[config.mk]
export PLATFORM = sky130hd
export DESIGN_NAME = echo_pulse_ranger_flat
export DESIGN_NICKNAME = d
export VERILOG_FILES = /design/src/hdl/epr_pkg.sv /design/src/hdl/epr_if.sv /design/src/hdl/epr_echo_timer.sv /design/src/hdl/epr_kinematics.sv /design/src/hdl/echo_pulse_ranger.sv /design/src/flat_wrapper.sv
export SDC_FILE = /design/constraint.sdc
export NUM_CORES = 1
export LEC_CHECK = 0
export BUFFER_PORTS_ARGS = -buffer_cell sky130_fd_sc_hd__buf_2
export CORE_MARGIN = 2
export CORE_UTILIZATION = 55
export CTS_CLUSTER_DIAMETER = 50
export DETAILED_ROUTE_END_ITERATION = 10
export PLACE_DENSITY_LB_ADDON = 0.05
export REMOVE_ABC_BUFFERS = 1
export SYNTH_ARGS = -nofsm -noshare
export SYNTH_HDL_FRONTEND = slang
export SYNTH_SLANG_ARGS = --single-unit
[constraint.sdc]
create_clock -name clk_i -period 16.9 [get_ports clk_i]
set_input_delay 0.845 -clock clk_i [delete_from_list [all_inputs] [get_ports clk_i]]
set_output_delay 0.845 -clock clk_i [all_outputs]
set_load 0.02 [all_outputs]
[src/hdl/epr_pkg.sv]
// ----------------------------------------------------------------------------
// epr_pkg
// Shared types and constants of the echo pulse ranger.
// ----------------------------------------------------------------------------
package epr_pkg;

  localparam int unsigned PeriodW   = 16;
  localparam int unsigned StampW    = 32;
  localparam int unsigned WidthW    = 16;
  localparam int unsigned DistW     = 17;
  localparam int unsigned VelW      = 22;
  localparam int unsigned AccW      = 26;

  localparam logic [PeriodW-1:0] PeriodReset = 16'd10;
  localparam logic [WidthW-1:0]  WidthMax    = 16'hFFFF;

  // floor(x / 10) = (x * DivRecip) >> DivShift for x < 2^22
  localparam int unsigned        ProdW    = 21;
  localparam logic [ProdW-1:0]   DivRecip = 21'd1677722;
  localparam int unsigned        DivShift = 24;

  localparam logic KindTick = 1'b0;
  localparam logic KindEdge = 1'b1;

  typedef enum logic [2:0] {
    StWaitFirst  = 3'b001,
    StWaitSecond = 3'b010,
    StDisarmed   = 3'b100
  } echo_stage_e;

  typedef struct packed {
    logic              have_echo;
    logic [WidthW-1:0] echo_width;
  } echo_state_t;

  typedef struct packed {
    logic fire;
    logic updated;
  } kin_status_t;

endpackage

[src/hdl/epr_if.sv]
// ----------------------------------------------------------------------------
// epr_in_if / epr_out_if
// Valid/ready channels for echo ranger events and results.
// ----------------------------------------------------------------------------
interface epr_in_if;
  logic                          valid;
  logic                          ready;
  logic                          kind;
  logic [epr_pkg::StampW-1:0]    time_us;

  modport source (output valid, kind, time_us, input ready);
  modport sink   (input valid, kind, time_us, output ready);
endinterface

interface epr_out_if;
  logic                               valid;
  logic                               ready;
  logic                               fire_trigger;
  logic                               updated;
  logic        [epr_pkg::DistW-1:0]   distance_out;
  logic signed [epr_pkg::VelW-1:0]    velocity_out;
  logic signed [epr_pkg::AccW-1:0]    accel_out;

  modport source (output valid, fire_trigger, updated, distance_out, velocity_out,
                  accel_out, input ready);
  modport sink   (input valid, fire_trigger, updated, distance_out, velocity_out,
                  accel_out, output ready);
endinterface

[src/hdl/epr_echo_timer.sv]
// ----------------------------------------------------------------------------
// epr_echo_timer
// Arm/start/stop tracking of the echo pulse and width capture.
// ----------------------------------------------------------------------------
module epr_echo_timer (
  input  logic                        clk_i,
  input  logic                        rst_ni,
  input  logic                        adv_i,
  input  logic                        kind_i,
  input  logic [epr_pkg::StampW-1:0]  time_us_i,
  input  logic                        fire_i,
  output epr_pkg::echo_state_t        echo_o
);

  epr_pkg::echo_stage_e               stage_q, stage_d;
  logic [epr_pkg::StampW-1:0]         start_q, start_d;
  logic [epr_pkg::WidthW-1:0]         width_q, width_d;
  logic                               have_q, have_d;
  logic [epr_pkg::StampW-1:0]         diff;
  logic                               edge_hit;

  assign edge_hit = adv_i && (kind_i == epr_pkg::KindEdge);
  assign diff     = time_us_i - start_q;

  always_comb begin
    stage_d = stage_q;
    start_d = start_q;
    width_d = width_q;
    have_d  = have_q;
    if (fire_i) begin
      stage_d = epr_pkg::StWaitFirst;
    end else if (edge_hit) begin
      unique case (stage_q)
        epr_pkg::StWaitFirst: begin
          start_d = time_us_i;
          stage_d = epr_pkg::StWaitSecond;
        end
        epr_pkg::StWaitSecond: begin
          // width saturates at the 16-bit limit
          width_d = (diff > {{(epr_pkg::StampW-epr_pkg::WidthW){1'b0}}, epr_pkg::WidthMax})
                    ? epr_pkg::WidthMax : diff[epr_pkg::WidthW-1:0];
          have_d  = 1'b1;
          stage_d = epr_pkg::StDisarmed;
        end
        default: begin
          stage_d = stage_q;
        end
      endcase
    end
  end

  always_ff @(posedge clk_i or negedge rst_ni) begin
    if (!rst_ni) begin
      stage_q <= epr_pkg::StDisarmed;
      start_q <= '0;
      width_q <= '0;
      have_q  <= 1'b0;
    end else begin
      stage_q <= stage_d;
      start_q <= start_d;
      width_q <= width_d;
      have_q  <= have_d;
    end
  end

  assign echo_o.have_echo  = have_q;
  assign echo_o.echo_width = width_q;

endmodule

[src/hdl/epr_kinematics.sv]
// ----------------------------------------------------------------------------
// epr_kinematics
// Tick scheduler, distance conversion and velocity/acceleration update.
// ----------------------------------------------------------------------------
module epr_kinematics (
  input  logic                               clk_i,
  input  logic                               rst_ni,
  input  logic                               cfg_we_i,
  input  logic        [epr_pkg::PeriodW-1:0] cfg_wdata_i,
  input  logic                               adv_i,
  input  logic                               kind_i,
  input  epr_pkg::echo_state_t               echo_i,
  output epr_pkg::kin_status_t               status_o,
  output logic        [epr_pkg::DistW-1:0]   distance_o,
  output logic signed [epr_pkg::VelW-1:0]    velocity_o,
  output logic signed [epr_pkg::AccW-1:0]    accel_o
);

  logic        [epr_pkg::PeriodW-1:0] period_q;
  logic        [epr_pkg::PeriodW-1:0] count_q, count_d, count_inc;
  logic        [epr_pkg::DistW-1:0]   dist_q, dist_d;
  logic signed [epr_pkg::VelW-1:0]    vel_q, vel_d;
  logic signed [epr_pkg::AccW-1:0]    acc_q, acc_d;
  logic                               tick, fire, upd;

  logic        [epr_pkg::ProdW-1:0]   x17;
  logic        [2*epr_pkg::ProdW-1:0] prod;
  logic        [epr_pkg::DistW-1:0]   dist_new;
  logic signed [epr_pkg::DistW:0]     dd;
  logic signed [epr_pkg::VelW-1:0]    dd_w;
  logic signed [epr_pkg::VelW:0]      dv;
  logic signed [epr_pkg::AccW-1:0]    dv_w;

  assign tick      = adv_i && (kind_i == epr_pkg::KindTick);
  assign count_inc = count_q + 1'b1;
  assign fire      = tick && (count_inc >= period_q);
  assign upd       = fire && echo_i.have_echo;
  assign count_d   = tick ? (fire ? '0 : count_inc) : count_q;

  // width * 17 / 10 by reciprocal multiply
  assign x17      = {1'b0, echo_i.echo_width, 4'b0000} +
                    {{(epr_pkg::ProdW-epr_pkg::WidthW){1'b0}}, echo_i.echo_width};
  assign prod     = x17 * epr_pkg::DivRecip;
  assign dist_new = prod[epr_pkg::DivShift +: epr_pkg::DistW];

  // x10 as (x << 3) + (x << 1)
  assign dd    = $signed({1'b0, dist_new}) - $signed({1'b0, dist_q});
  assign dd_w  = {{(epr_pkg::VelW-epr_pkg::DistW-1){dd[epr_pkg::DistW]}}, dd};
  assign vel_d = upd ? ((dd_w <<< 3) + (dd_w <<< 1)) : vel_q;
  assign dv    = {vel_d[epr_pkg::VelW-1], vel_d} - {vel_q[epr_pkg::VelW-1], vel_q};
  assign dv_w  = {{(epr_pkg::AccW-epr_pkg::VelW-1){dv[epr_pkg::VelW]}}, dv};
  assign acc_d = upd ? ((dv_w <<< 3) + (dv_w <<< 1)) : acc_q;
  assign dist_d = upd ? dist_new : dist_q;

  always_ff @(posedge clk_i or negedge rst_ni) begin
    if (!rst_ni) begin
      period_q <= epr_pkg::PeriodReset;
      count_q  <= '0;
      dist_q   <= '0;
      vel_q    <= '0;
      acc_q    <= '0;
    end else begin
      if (cfg_we_i) begin
        period_q <= cfg_wdata_i;
      end
      count_q <= count_d;
      dist_q  <= dist_d;
      vel_q   <= vel_d;
      acc_q   <= acc_d;
    end
  end

  assign status_o.fire    = fire;
  assign status_o.updated = upd;
  assign distance_o       = dist_q;
  assign velocity_o       = vel_q;
  assign accel_o          = acc_q;

endmodule

[src/hdl/echo_pulse_ranger.sv]
// ----------------------------------------------------------------------------
// echo_pulse_ranger
// Ultrasonic echo ranger: echo width capture, distance, velocity, acceleration.
// ----------------------------------------------------------------------------
// Takes one event beat per cycle while results drain (scheduler tick or
// echo edge with a microsecond stamp) and returns exactly one result beat
// for each, in order. A beat waits in the input register until the result
// register is free or draining; the state update and the result register
// load then happen together. While results drain, throughput is one beat
// per clock, set by the single-pass update between the input register and
// the state/result registers. The first edge after a trigger records the
// start time, the second stores the saturated echo width. Every period_ticks
// ticks the trigger fires and, once any echo has been seen, distance
// (0.01 cm), velocity and acceleration are refreshed from the latest stored
// width. period_ticks is written through cfg_we_i/cfg_wdata_i, by the user
// only while the block is idle; the block itself does not enforce this.
// ----------------------------------------------------------------------------
module echo_pulse_ranger (
  input  logic                        clk_i,
  input  logic                        rst_ni,
  input  logic                        cfg_we_i,
  input  logic [epr_pkg::PeriodW-1:0] cfg_wdata_i,
  epr_in_if.sink                      req_i,
  epr_out_if.source                   rsp_o
);

  // input register
  logic                       in_vld_q, in_vld_d;
  logic                       in_kind_q;
  logic [epr_pkg::StampW-1:0] in_time_q;

  // result register: flags here, the measurement fields are the state
  // registers themselves (they only move when a result is loaded)
  logic                       out_vld_q, out_vld_d;
  logic                       out_fire_q;
  logic                       out_upd_q;

  logic                       adv;
  logic                       in_take;
  epr_pkg::echo_state_t       echo;
  epr_pkg::kin_status_t       status;

  // advance when an item waits and the result slot is free or draining
  assign adv       = in_vld_q && (!out_vld_q || rsp_o.ready);
  assign req_i.ready = !in_vld_q || adv;
  assign in_take   = req_i.valid && req_i.ready;

  assign in_vld_d  = in_take ? 1'b1 : (adv ? 1'b0 : in_vld_q);
  assign out_vld_d = adv ? 1'b1 : ((out_vld_q && rsp_o.ready) ? 1'b0 : out_vld_q);

  always_ff @(posedge clk_i or negedge rst_ni) begin
    if (!rst_ni) begin
      in_vld_q  <= 1'b0;
      out_vld_q <= 1'b0;
    end else begin
      in_vld_q  <= in_vld_d;
      out_vld_q <= out_vld_d;
    end
  end

  // payload registers, no reset
  always_ff @(posedge clk_i) begin
    if (in_take) begin
      in_kind_q <= req_i.kind;
      in_time_q <= req_i.time_us;
    end
    if (adv) begin
      out_fire_q <= status.fire;
      out_upd_q  <= status.updated;
    end
  end

  epr_echo_timer u_echo (
    .clk_i     (clk_i),
    .rst_ni    (rst_ni),
    .adv_i     (adv),
    .kind_i    (in_kind_q),
    .time_us_i (in_time_q),
    .fire_i    (status.fire),
    .echo_o    (echo)
  );

  epr_kinematics u_kin (
    .clk_i       (clk_i),
    .rst_ni      (rst_ni),
    .cfg_we_i    (cfg_we_i),
    .cfg_wdata_i (cfg_wdata_i),
    .adv_i       (adv),
    .kind_i      (in_kind_q),
    .echo_i      (echo),
    .status_o    (status),
    .distance_o  (rsp_o.distance_out),
    .velocity_o  (rsp_o.velocity_out),
    .accel_o     (rsp_o.accel_out)
  );

  assign rsp_o.valid        = out_vld_q;
  assign rsp_o.fire_trigger = out_fire_q;
  assign rsp_o.updated      = out_upd_q;

`ifndef ASSERT_OFF
  // a recompute only ever happens on a period boundary
  a_upd_fires: assert property (@(posedge clk_i) disable iff (!rst_ni)
    (out_vld_q && out_upd_q) |-> out_fire_q)
    else $error("updated without trigger");

  // input back-pressure only while a beat is blocked behind a stalled result
  a_ready_cause: assert property (@(posedge clk_i) disable iff (!rst_ni)
    !req_i.ready |-> (in_vld_q && out_vld_q && !rsp_o.ready))
    else $error("input stalled without cause");

  // the distance field moves only with a recompute
  a_dist_hold: assert property (@(posedge clk_i) disable iff (!rst_ni)
    (adv && !status.updated) |=> $stable(rsp_o.distance_out))
    else $error("distance changed without update");
`endif

endmodule

[src/flat_wrapper.sv]
// flat-port wrapper written by rule: the top's interface ports become plain ports
module echo_pulse_ranger_flat 
  (clk_i, rst_ni, cfg_we_i, cfg_wdata_i, req_i_valid, req_i_kind, req_i_time_us, req_i_ready, rsp_o_valid, rsp_o_fire_trigger, rsp_o_updated, rsp_o_distance_out, rsp_o_velocity_out, rsp_o_accel_out, rsp_o_ready);
  epr_in_if req_i_i ();
  epr_out_if rsp_o_i ();
  input  logic clk_i;
  input  logic rst_ni;
  input  logic cfg_we_i;
  input  logic [epr_pkg::PeriodW-1:0] cfg_wdata_i;
  input wire logic [$bits(req_i_i.valid)-1:0] req_i_valid;
  input wire logic [$bits(req_i_i.kind)-1:0] req_i_kind;
  input wire logic [$bits(req_i_i.time_us)-1:0] req_i_time_us;
  output wire logic [$bits(req_i_i.ready)-1:0] req_i_ready;
  output wire logic [$bits(rsp_o_i.valid)-1:0] rsp_o_valid;
  output wire logic [$bits(rsp_o_i.fire_trigger)-1:0] rsp_o_fire_trigger;
  output wire logic [$bits(rsp_o_i.updated)-1:0] rsp_o_updated;
  output wire logic [$bits(rsp_o_i.distance_out)-1:0] rsp_o_distance_out;
  output wire logic [$bits(rsp_o_i.velocity_out)-1:0] rsp_o_velocity_out;
  output wire logic [$bits(rsp_o_i.accel_out)-1:0] rsp_o_accel_out;
  input wire logic [$bits(rsp_o_i.ready)-1:0] rsp_o_ready;
  assign req_i_i.valid = req_i_valid;
  assign req_i_i.kind = req_i_kind;
  assign req_i_i.time_us = req_i_time_us;
  assign req_i_ready = req_i_i.ready;
  assign rsp_o_valid = rsp_o_i.valid;
  assign rsp_o_fire_trigger = rsp_o_i.fire_trigger;
  assign rsp_o_updated = rsp_o_i.updated;
  assign rsp_o_distance_out = rsp_o_i.distance_out;
  assign rsp_o_velocity_out = rsp_o_i.velocity_out;
  assign rsp_o_accel_out = rsp_o_i.accel_out;
  assign rsp_o_i.ready = rsp_o_ready;
  echo_pulse_ranger u_core (.clk_i(clk_i), .rst_ni(rst_ni), .cfg_we_i(cfg_we_i), .cfg_wdata_i(cfg_wdata_i), .req_i(req_i_i), .rsp_o(rsp_o_i));
endmodule
==> results of run 1 <==
## sequential cells by signal, summed over array words and instances, names as in the netlist, 16 cells and up
register	count
u_core.u_kin.period_q	16
u_core.u_kin.accel_o	25
u_core.u_echo.width_q	16
u_core.u_kin.count_q	16
u_core.u_echo.start_q	32
u_core.u_kin.velocity_o	22
u_core.in_time_q	32
u_core.u_kin.distance_o	17
## power by group through the flow
stage	sequential, W	combinational, W	clock (W)
CTS	0.000499	0.00182	0.000447
global route	0.000503	0.00207	0.000465
global placement	0.000507	0.00175	0
detailed placement	0.000508	0.00179	0
floorplan	0.000503	0.00137	0
finish	0.000499	0.00181	0.000434
## repair_timing
item,4_1_cts,5_1_grt
endpoints found under the setup margin,0,6
buffers inserted,0,1
gates resized for setup,0,12
## metrics by stage
| stage | setup WS [ns] | cells | utilization |
|---|---|---|---|
| after floorplan | 2.37 | 2187 | - |
| after global placement | 1.17 | 2830 | 0.587 |
| after detailed placement | 0.614 | 2830 | 0.587 |
| after CTS | 0.547 | 2862 | 0.604 |
| after global routing | 0.120 | 2863 | 0.605 |
| final | 1.23 | 2863 | 0.605 |
## Yosys cell counts, drive strengths merged, types with 28 or more instances
cell	n
inv	370
nor2	111
xor2	53
o21ai	139
a31oi	28
a21o	60
mux2	39
edfxtp	35
dfrtp	147
xnor2	82
a21oi	100
ha	332
clkbuf	40
fa	154
nand2	162
nand3	39
## kinds of logic after synthesis
group / Yosys count
adder cells (fa/ha/maj): 486
AO/OA/AOI/OAI: 485
AND/OR/NAND/NOR: 473
buffers and inverters: 420
flip-flops: 185
XOR/XNOR: 136
multiplexers: 51
other: 1
## worst max-delay path by stage
stage	to	slack (ns)
after floorplan	u_core.u_kin.accel_o[24]$_DFFE_PN0P_	2.37
after global placement	u_core.u_kin.accel_o[24]$_DFFE_PN0P_	1.17
after detailed placement	u_core.u_kin.accel_o[24]$_DFFE_PN0P_	0.61
after CTS	u_core.u_kin.accel_o[24]$_DFFE_PN0P_	0.55
after global routing	u_core.u_kin.accel_o[24]$_DFFE_PN0P_	0.12
final	u_core.u_kin.accel_o[24]$_DFFE_PN0P_	1.23
## routing by layer
metal | share of wire | track usage | wire [microns] | vias up
met5 | 0.00026 | 0 | 13 | -
met4 | 0.020 | 0.0744 | 969 | 2
met3 | 0.047 | 0.0446 | 2330 | 59
met2 | 0.44 | 0.397 | 21800 | 361
met1 | 0.49 | 0.380 | 24200 | 7641
li1 | - | - | - | 7857
## final cells by class
type	count	share of cell area
clock inverters	15	0.00970
well taps	511	0.0282
flip-flops and latches	185	0.212
repair buffers	133	0.0309
clock buffers	17	0.0187
multi-input cells	1632	0.639
inverters	370	0.0612
## cells in the final DEF, fill, tap and decap left out, drive strengths merged, types with 14 or more instances in the layout
cell,n
a21oi,100
and2,14
inv,377
nand2b,18
buf,133
nor3,21
nand4,15
ha,332
dfrtp,147
nor2,111
a21o,60
xnor2,82
edfxtp,35
clkbuf,17
and3,21
nand3,39
o21bai,15
nor2b,23
fa,154
a31oi,28
xor2,53
mux2,39
o21a,19
nand2,162
o21ai,139
==> impl_metrics.ini, run 1 <==
[synth]
synth_simple_gate_area_frac = 0.108
synth_area_leaders = ha_1 20%, dfrtp_1 18%, fa_1 15%
synth_top_family_by_area = adder cells
synth_top_area_cell = ha_1
synth_compound_area_frac = 0.153
synth.area.mux_share = 0.0268
synth-xor-area-share = 0.0585
syn_inst = 2237
syn_area_per_cell_sq_um = 9.32
synth_fa_ha_area_frac = 0.347
ys_warn_count = 0
synth.cell_area_sq_mm = 0.0209
synth_edf_count = 35
synth.yosys.seq_area_share = 0.231
synth.top_cell.area_share = 0.199
synth.distinct_cells = 87
async_reset_ff_frac = 0.811
ys_seq_elements = 185
synthFlopType = dfrtp_1

[cells_and_area]
nNetsFinal = 2879
antenna_cells = 0
multi_input_area_sq_mm = 0.0145
finish.instance_area_sq_mm = 0.0227
seq_area_sq_mm = 0.00481
drive_gt1_frac = 0.105
fillers = 3366
synthToLayoutAreaGrowth_pct = 8.81

[run]
maxCapViolCount = 0

[worst_setup_path]
cp.arrival_ns = 16.05
r2r-end = u_core.u_kin.accel_o[24]$_DFFE_PN0P_
crit_path_max_incr_delay_ns = 0.54
crit_buf_inv = 6
r2r_start = u_core.u_echo.width_q[0]$_DFFE_PN0P_
end_kind = flop
cp.required_ns = 17.27
cp.depth = 67
crit_family = compound AO/OA/AOI/OAI gates
cp-startpoint = u_core.u_echo.width_q[0]$_DFFE_PN0P_
path_class = reg -> reg
cp_common_cell = ha_1
path_max_fanout = 8
cpMaxStageDelayCell = fa_1
reg2reg_depth = 67
crit_path_start_kind = flop
ff2ff_setup_slack_ns = 1.23

[global_route]
grt_usage = 0.260
antenna_found_initial = 2
grt_pass1_vias = 15700
gr-total-overflow = 0
grt_pass1_wl_mm = 80.5
grt_max_degree = 87

[timing]
relSlewSlack = 0.388
finalSetupViolCount = 0
clock.fmax_mhz = 63.8
slew_viol_final = 0
worstMarginPinSlew_ns = 0.912
period_needed_ns = 15.67
fin_worst_skew_ns = 0.0152
rsz0062_at_grt = no
post-route-period-util = 0.927
finalSetupTns_ns = 0
timing.hold.ws_ns = 0.444
hold_viol = 0

[drt]
avgRoutedWirePerCell_microns = 17.2
vias = 15900
wl_mm = 49.3
firstDrtPassIters = 6
ant_nets = 0
drtIter0Drc = 955
routed_via_density = 5.56
drc_errors = 0

[placement]
portBuffers = 121
gp_congestion = 0.909
hpwl_mm = 40.1
placed_area_sq_mm = 0.0220

[cts]
numCtsBuffers = 17
htree_levels = 4
clk_root_buffer_cell = clkbuf_16
numClockSinks = 185
clk_pin_slew_ns = 0.08
postCtsHoldBufs = 0
clockBufferDepth = 2
cts_tree = done
clkLatencyLatePin_ns = 0.48

[power]
switching_share = 0.474
power_switching_w = 0.00130
clock_power_share = 0.158
peakVddDrop_uv = 87.8
p_leak_nw = 12.2
p_per_area_mw_per_mm2 = 121
seq_power_share = 0.182
finalPower_w = 0.00275
comb_power_share = 0.660
intPower_w = 0.00144

[floorplanning]
rows = 71
start_util = 0.556
die_w_microns = 199
die_height_microns = 199
dieArea_sq_mm = 0.0395
core_area_sq_mm = 0.0375
ios = 123

[min_path]
min_path_type = in -> async

[status]
status = completed
Power figures use the tool's default switching activity.
==> inputs of run 2 (changes only) <==
CORE_UTILIZATION = 25   (was 55)
==> run 2 against run 1 <==
Against the previous run: non-clock buffer count grew 39; combinational power grew 2%; first-iteration DRC count shrank 41%; routed wire length grew 23%; final area grew 4.1%; worst hold slack lost 0.14 ns; final cell count grew 21%; register-to-register slack gained 0.06 ns; critical path depth is the same; critical path type unchanged.
==> impl_metrics.ini, run 2 (synthesis gave the netlist of run 1 again) <==
[min_path]
min_path_type = in -> async

[timing]
post-route-period-util = 0.924
fin_worst_skew_ns = 0.0125
period_needed_ns = 15.61
slew_viol_final = 0
setup_slack_ns = 1.29
clock.fmax_mhz = 64.1
relSlewSlack = 0.297
worstMarginPinSlew_ns = 1.05
finalSetupViolCount = 0
hold_viol = 0
finalSetupTns_ns = 0

[floorplanning]
core_area_sq_mm = 0.0824
die_height_microns = 293
rows = 105
start_util = 0.253
dieArea_sq_mm = 0.0857
die_w_microns = 293
ios = 123

[drt]
ant_nets = 0
wl_mm = 60.4
drc_errors = 0
drtIter0Drc = 561
avgRoutedWirePerCell_microns = 17.5
routed_via_density = 4.54
vias = 15700
firstDrtPassIters = 5

[power]
peakVddDrop_uv = 76.6
p_leak_nw = 12.4
finalPower_w = 0.00277
p_per_area_mw_per_mm2 = 117

[worst_setup_path]
critPathCapture = u_core.u_kin.accel_o[24]$_DFFE_PN0P_
cp-startpoint = u_core.u_echo.width_q[0]$_DFFE_PN0P_
cp_common_cell = ha_1
cpMaxStageDelayCell = fa_1
cp.required_ns = 17.27
r2r-end = u_core.u_kin.accel_o[24]$_DFFE_PN0P_
ff2ff_setup_slack_ns = 1.29
crit_path_start_kind = flop
cp.arrival_ns = 15.98
end_kind = flop
reg2reg_depth = 67
path_class = reg -> reg
path_max_fanout = 8
crit_path_max_incr_delay_ns = 0.58
r2r_start = u_core.u_echo.width_q[0]$_DFFE_PN0P_

[run]
maxCapViolCount = 0

[cells_and_area]
antenna_cells = 0
nNetsFinal = 2918
finish.instance_area_sq_mm = 0.0236
most-common-layout-cells = 368 x inv_1, 332 x ha_1, 161 x nand2_1
synthToLayoutAreaGrowth_pct = 13.2
layout_commonest_cell = inv_1
drive_gt1_frac = 0.118
final_util = 0.287

[cts]
clk_pin_slew_ns = 0.08
numCtsBuffers = 17
cts_tree = done
htree_levels = 4
postCtsHoldBufs = 0
clkLatencyLatePin_ns = 0.47
clk_root_buffer_cell = clkbuf_16
numClockSinks = 185
clockBufferDepth = 2

[global_route]
gr-total-overflow = 0
grt_pass1_wl_mm = 95.7
grt_max_degree = 57
grt_usage = 0.144
antenna_found_initial = 1
grt_pass1_vias = 16700

[placement]
pre_cts_ws_ns = 0.674
gp_congestion = 0.835
portBuffers = 121
placed_area_sq_mm = 0.0230
hpwl_mm = 50.5

[status]
status = completed
-- run 2: worst max-delay path: cells and delay by family (launching register included) --
| kind | cells | cell delay, ns |
|---|---|---|
| AOI/OAI and AO/OA | 34 | 6.67 |
| adders and majority gates | 14 | 5.37 |
| and+or+nand+nor | 9 | 1.47 |
| buffers and inverters | 6 | 0.68 |
| xor gates and xnor gates | 3 | 0.57 |
| DFF | 1 | 0.48 |
| muxes | 1 | 0.26 |
-- run 2: through the flow --
stage,instances,hold WS [ns]
2_1_floorplan,2187,0.456
3_3_place_gp,3428,0.459
3_5_place_dp,3428,0.459
4_1_cts,3460,0.286
5_1_grt,3461,0.312
6_report,3461,0.303
-- run 2: worst min path at each step --
stage                                               from                              endpoint  slack (ns)  cells past startpoint
floorplan           u_core.u_echo.start_q[0]$_DFFE_PN0P_  u_core.u_echo.start_q[0]$_DFFE_PN0P_        0.46                      2
global placement    u_core.u_kin.accel_o[11]$_DFFE_PN0P_  u_core.u_kin.accel_o[11]$_DFFE_PN0P_        0.46                      2
detailed placement   u_core.u_kin.accel_o[1]$_DFFE_PN0P_   u_core.u_kin.accel_o[1]$_DFFE_PN0P_        0.46                      2
CTS                                               rst_ni  u_core.u_kin.accel_o[19]$_DFFE_PN0P_        0.29                      1
global route                                      rst_ni  u_core.u_kin.accel_o[25]$_DFFE_PN0P_        0.31                      1
finish                                            rst_ni  u_core.u_kin.accel_o[25]$_DFFE_PN0P_        0.30                      1
-- run 2: layout make-up --
type	count	area (sq um)
clock buffer	19	443
clock inverter	13	153
fill	8740	58800
inverter	370	1390
multi-input combinational	1632	14500
sequential	185	4810
tap	1070	1340
timing repair buffer	172	995
-- run 2: timing repair --
item,CTS,global route
resized for setup,0,10
endpoints found under the setup margin,0,5
setup buffers,0,1
-- run 2: power by group --
part	total, W	switching [W]	leakage [nW]	internal (W)
combinational	0.00185	0.00108	9.82	0.000765
sequential	0.000501	0.0000218	2.28	0.000479
clock	0.000426	0.000211	0.292	0.000215
total	0.00277	0.00131	12.4	0.00146
-- run 2: per-layer routing --
layer | part of all wire | global-route usage | vias to the layer above
met5 | 0 | 0 | -
met4 | 0.011 | 0.0296 | 0
met3 | 0.022 | 0.0174 | 27
met2 | 0.47 | 0.240 | 155
met1 | 0.49 | 0.199 | 7591
li1 | - | - | 7938
==> inputs of run 3 (changes only) <==
--- a/config.mk
+++ b/config.mk
@@ -12,2 +12,3 @@
 export DETAILED_ROUTE_END_ITERATION = 10
+export MAX_ROUTING_LAYER = met4
 export PLACE_DENSITY_LB_ADDON = 0.05
@@ -17 +18,2 @@
 export SYNTH_SLANG_ARGS = --single-unit
+export TNS_END_PERCENT = 10
==> constraint.sdc (replaced) <==
create_clock -name clk_i -period 16.9 [get_ports clk_i]
set_input_delay 3.38 -clock clk_i [delete_from_list [all_inputs] [get_ports clk_i]]
set_output_delay 3.38 -clock clk_i [all_outputs]
set_load 0.02 [all_outputs]
==> run 3 against run 2 <==
Against the previous run: sequential power is essentially flat; utilization is essentially flat; sequential share of layout area barely moved; register-to-register slack better by 0.15 ns; via count fell by 0.35%; first-iteration DRC count down 7.0%; combinational power about the same; routed wire length barely moved; non-clock buffer count down 2; worst hold slack improved by 0.18 ns; final cell count about the same; final area about the same; largest cell class unchanged; largest power group unchanged.
==> impl_metrics.ini, run 3 (synthesis gave the netlist of run 1 again) <==
[floorplanning]
ios = 123
rows = 105
dieArea_sq_mm = 0.0857
die_w_microns = 293
die_height_microns = 293
start_util = 0.253
core_area_sq_mm = 0.0824

[cts]
clkLatencyLatePin_ns = 0.47
numCtsBuffers = 17
cts_tree = done
clockBufferDepth = 2
numClockSinks = 185
htree_levels = 4
clk_root_buffer_cell = clkbuf_16
clk_pin_slew_ns = 0.08

[global_route]
antenna_found_initial = 0
gr-total-overflow = 0
grt_usage = 0.149
grt_pass1_vias = 16700
grt_max_degree = 83
grt_pass1_wl_mm = 96.4

[drt]
avgRoutedWirePerCell_microns = 17.5
firstDrtPassIters = 4
routed_via_density = 4.53
ant_nets = 0
wl_mm = 60.4
drtIter0Drc = 522
vias = 15700
drc_errors = 0

[placement]
hpwl_mm = 50.4
portBuffers = 121
gp_congestion = 0.855
dp_cells = 3426

[worst_setup_path]
crit_path_max_incr_delay_ns = 0.55
cpMaxStageDelayCell = fa_1
cp.required_ns = 17.28
cp_common_cell = ha_1
ff2ff_setup_slack_ns = 1.44
end_kind = flop
path_max_fanout = 7
crit_path_start_kind = flop
cp.arrival_ns = 15.84
path_class = reg -> reg

[power]
finalPower_w = 0.00276
comb_power_share = 0.667
seq_power_share = 0.182
power_switching_w = 0.00130
peakVddDrop_uv = 74.1
p_per_area_mw_per_mm2 = 117
p_leak_nw = 12.4
intPower_w = 0.00146
switching_share = 0.472
clock_power_share = 0.151

[cells_and_area]
drive_gt1_frac = 0.118
most-common-layout-cells = 368 x inv_1, 332 x ha_1, 161 x nand2_1
multi_input_area_sq_mm = 0.0145
final_cells = 3459
antenna_cells = 0
seq_area_sq_mm = 0.00481
fillers = 8727
synthToLayoutAreaGrowth_pct = 13.1
nNetsFinal = 2916
layout_commonest_cell = inv_1

[timing]
hold_viol = 0
finalSetupViolCount = 0
finalSetupTns_ns = 0
slew_viol_final = 0
relSlewSlack = 0.337
post-route-period-util = 0.915
clock.fmax_mhz = 64.7
rsz0062_at_grt = no
fin_worst_skew_ns = 0.0149
period_needed_ns = 15.46
worstMarginPinSlew_ns = 0.994

[status]
status = completed

[run]
maxCapViolCount = 0

[min_path]
min_path_type = reg -> reg
-- run 3: final cells by class --
type	instances	share of cell area
tap	1070	0.0567
sequential	185	0.204
inverter	370	0.0589
timing repair buffer	170	0.0415
multi-input combinational	1632	0.614
clock inverter	15	0.00695
clock buffer	17	0.0180
-- run 3: per-stage QoR --
step | worst slack [ns] | util | area [sq um] | hold WS (ns)
floorplan | 2.37 | - | 20700 | 0.456
global placement | 1.06 | 0.279 | 23000 | 0.460
detailed placement | 0.572 | 0.279 | 23000 | 0.462
CTS | 0.433 | 0.286 | 23600 | 0.490
global route | 0.000519 | 0.286 | 23600 | 0.511
finish | 1.44 | 0.286 | 23600 | 0.482
-- run 3: worst paths after layout --
check / start / end / cells after the start
setup / recovery: u_core.u_echo.width_q[1]$_DFFE_PN0P_ / u_core.u_kin.accel_o[24]$_DFFE_PN0P_ / 66
hold / removal: u_core.u_kin.accel_o[22]$_DFFE_PN0P_ / u_core.u_kin.accel_o[22]$_DFFE_PN0P_ / 2
setup reg to reg: u_core.u_echo.width_q[1]$_DFFE_PN0P_ / u_core.u_kin.accel_o[24]$_DFFE_PN0P_ / 66
hold reg to reg: u_core.u_kin.accel_o[22]$_DFFE_PN0P_ / u_core.u_kin.accel_o[22]$_DFFE_PN0P_ / 2
max in group asynchronous: rst_ni / u_core.u_echo.width_q[1]$_DFFE_PN0P_ / 2
min in group asynchronous: rst_ni / u_core.u_kin.accel_o[25]$_DFFE_PN0P_ / 1
-- run 3: what timing repair did --
item	CTS	global route
endpoints found under the setup margin	0	7
hold buffers	0	0
gates resized for setup	0	12
setup buffers	0	1
-- run 3: metal layers --
layer  vias up  global-route usage  share of wire
met1      7572               0.198           0.49
met3        24              0.0168          0.022
met2       125               0.243           0.48
met4         0              0.0333          0.012
met5         -                   -              0
li1       7935                   -              -
-- run 3: worst max-delay path: cells and delay by family (launching register included) --
family          cells  cell delay (ns)
compound gates     30             6.19
fa+ha+maj          13             5.22
simple gates       12             1.82
buf+inv             7             0.74
xor+xnor            3             0.66
flops               1             0.48
mux                 1             0.25
-- run 3: power by group through the flow --
stage	registers, W	clock network (W)	logic [W]
after floorplan	0.000503	0	0.00137
after global placement	0.000511	0	0.00185
after detailed placement	0.000511	0	0.00184
after CTS	0.000502	0.000437	0.00187
after global routing	0.000506	0.000455	0.00213
final	0.000501	0.000417	0.00184
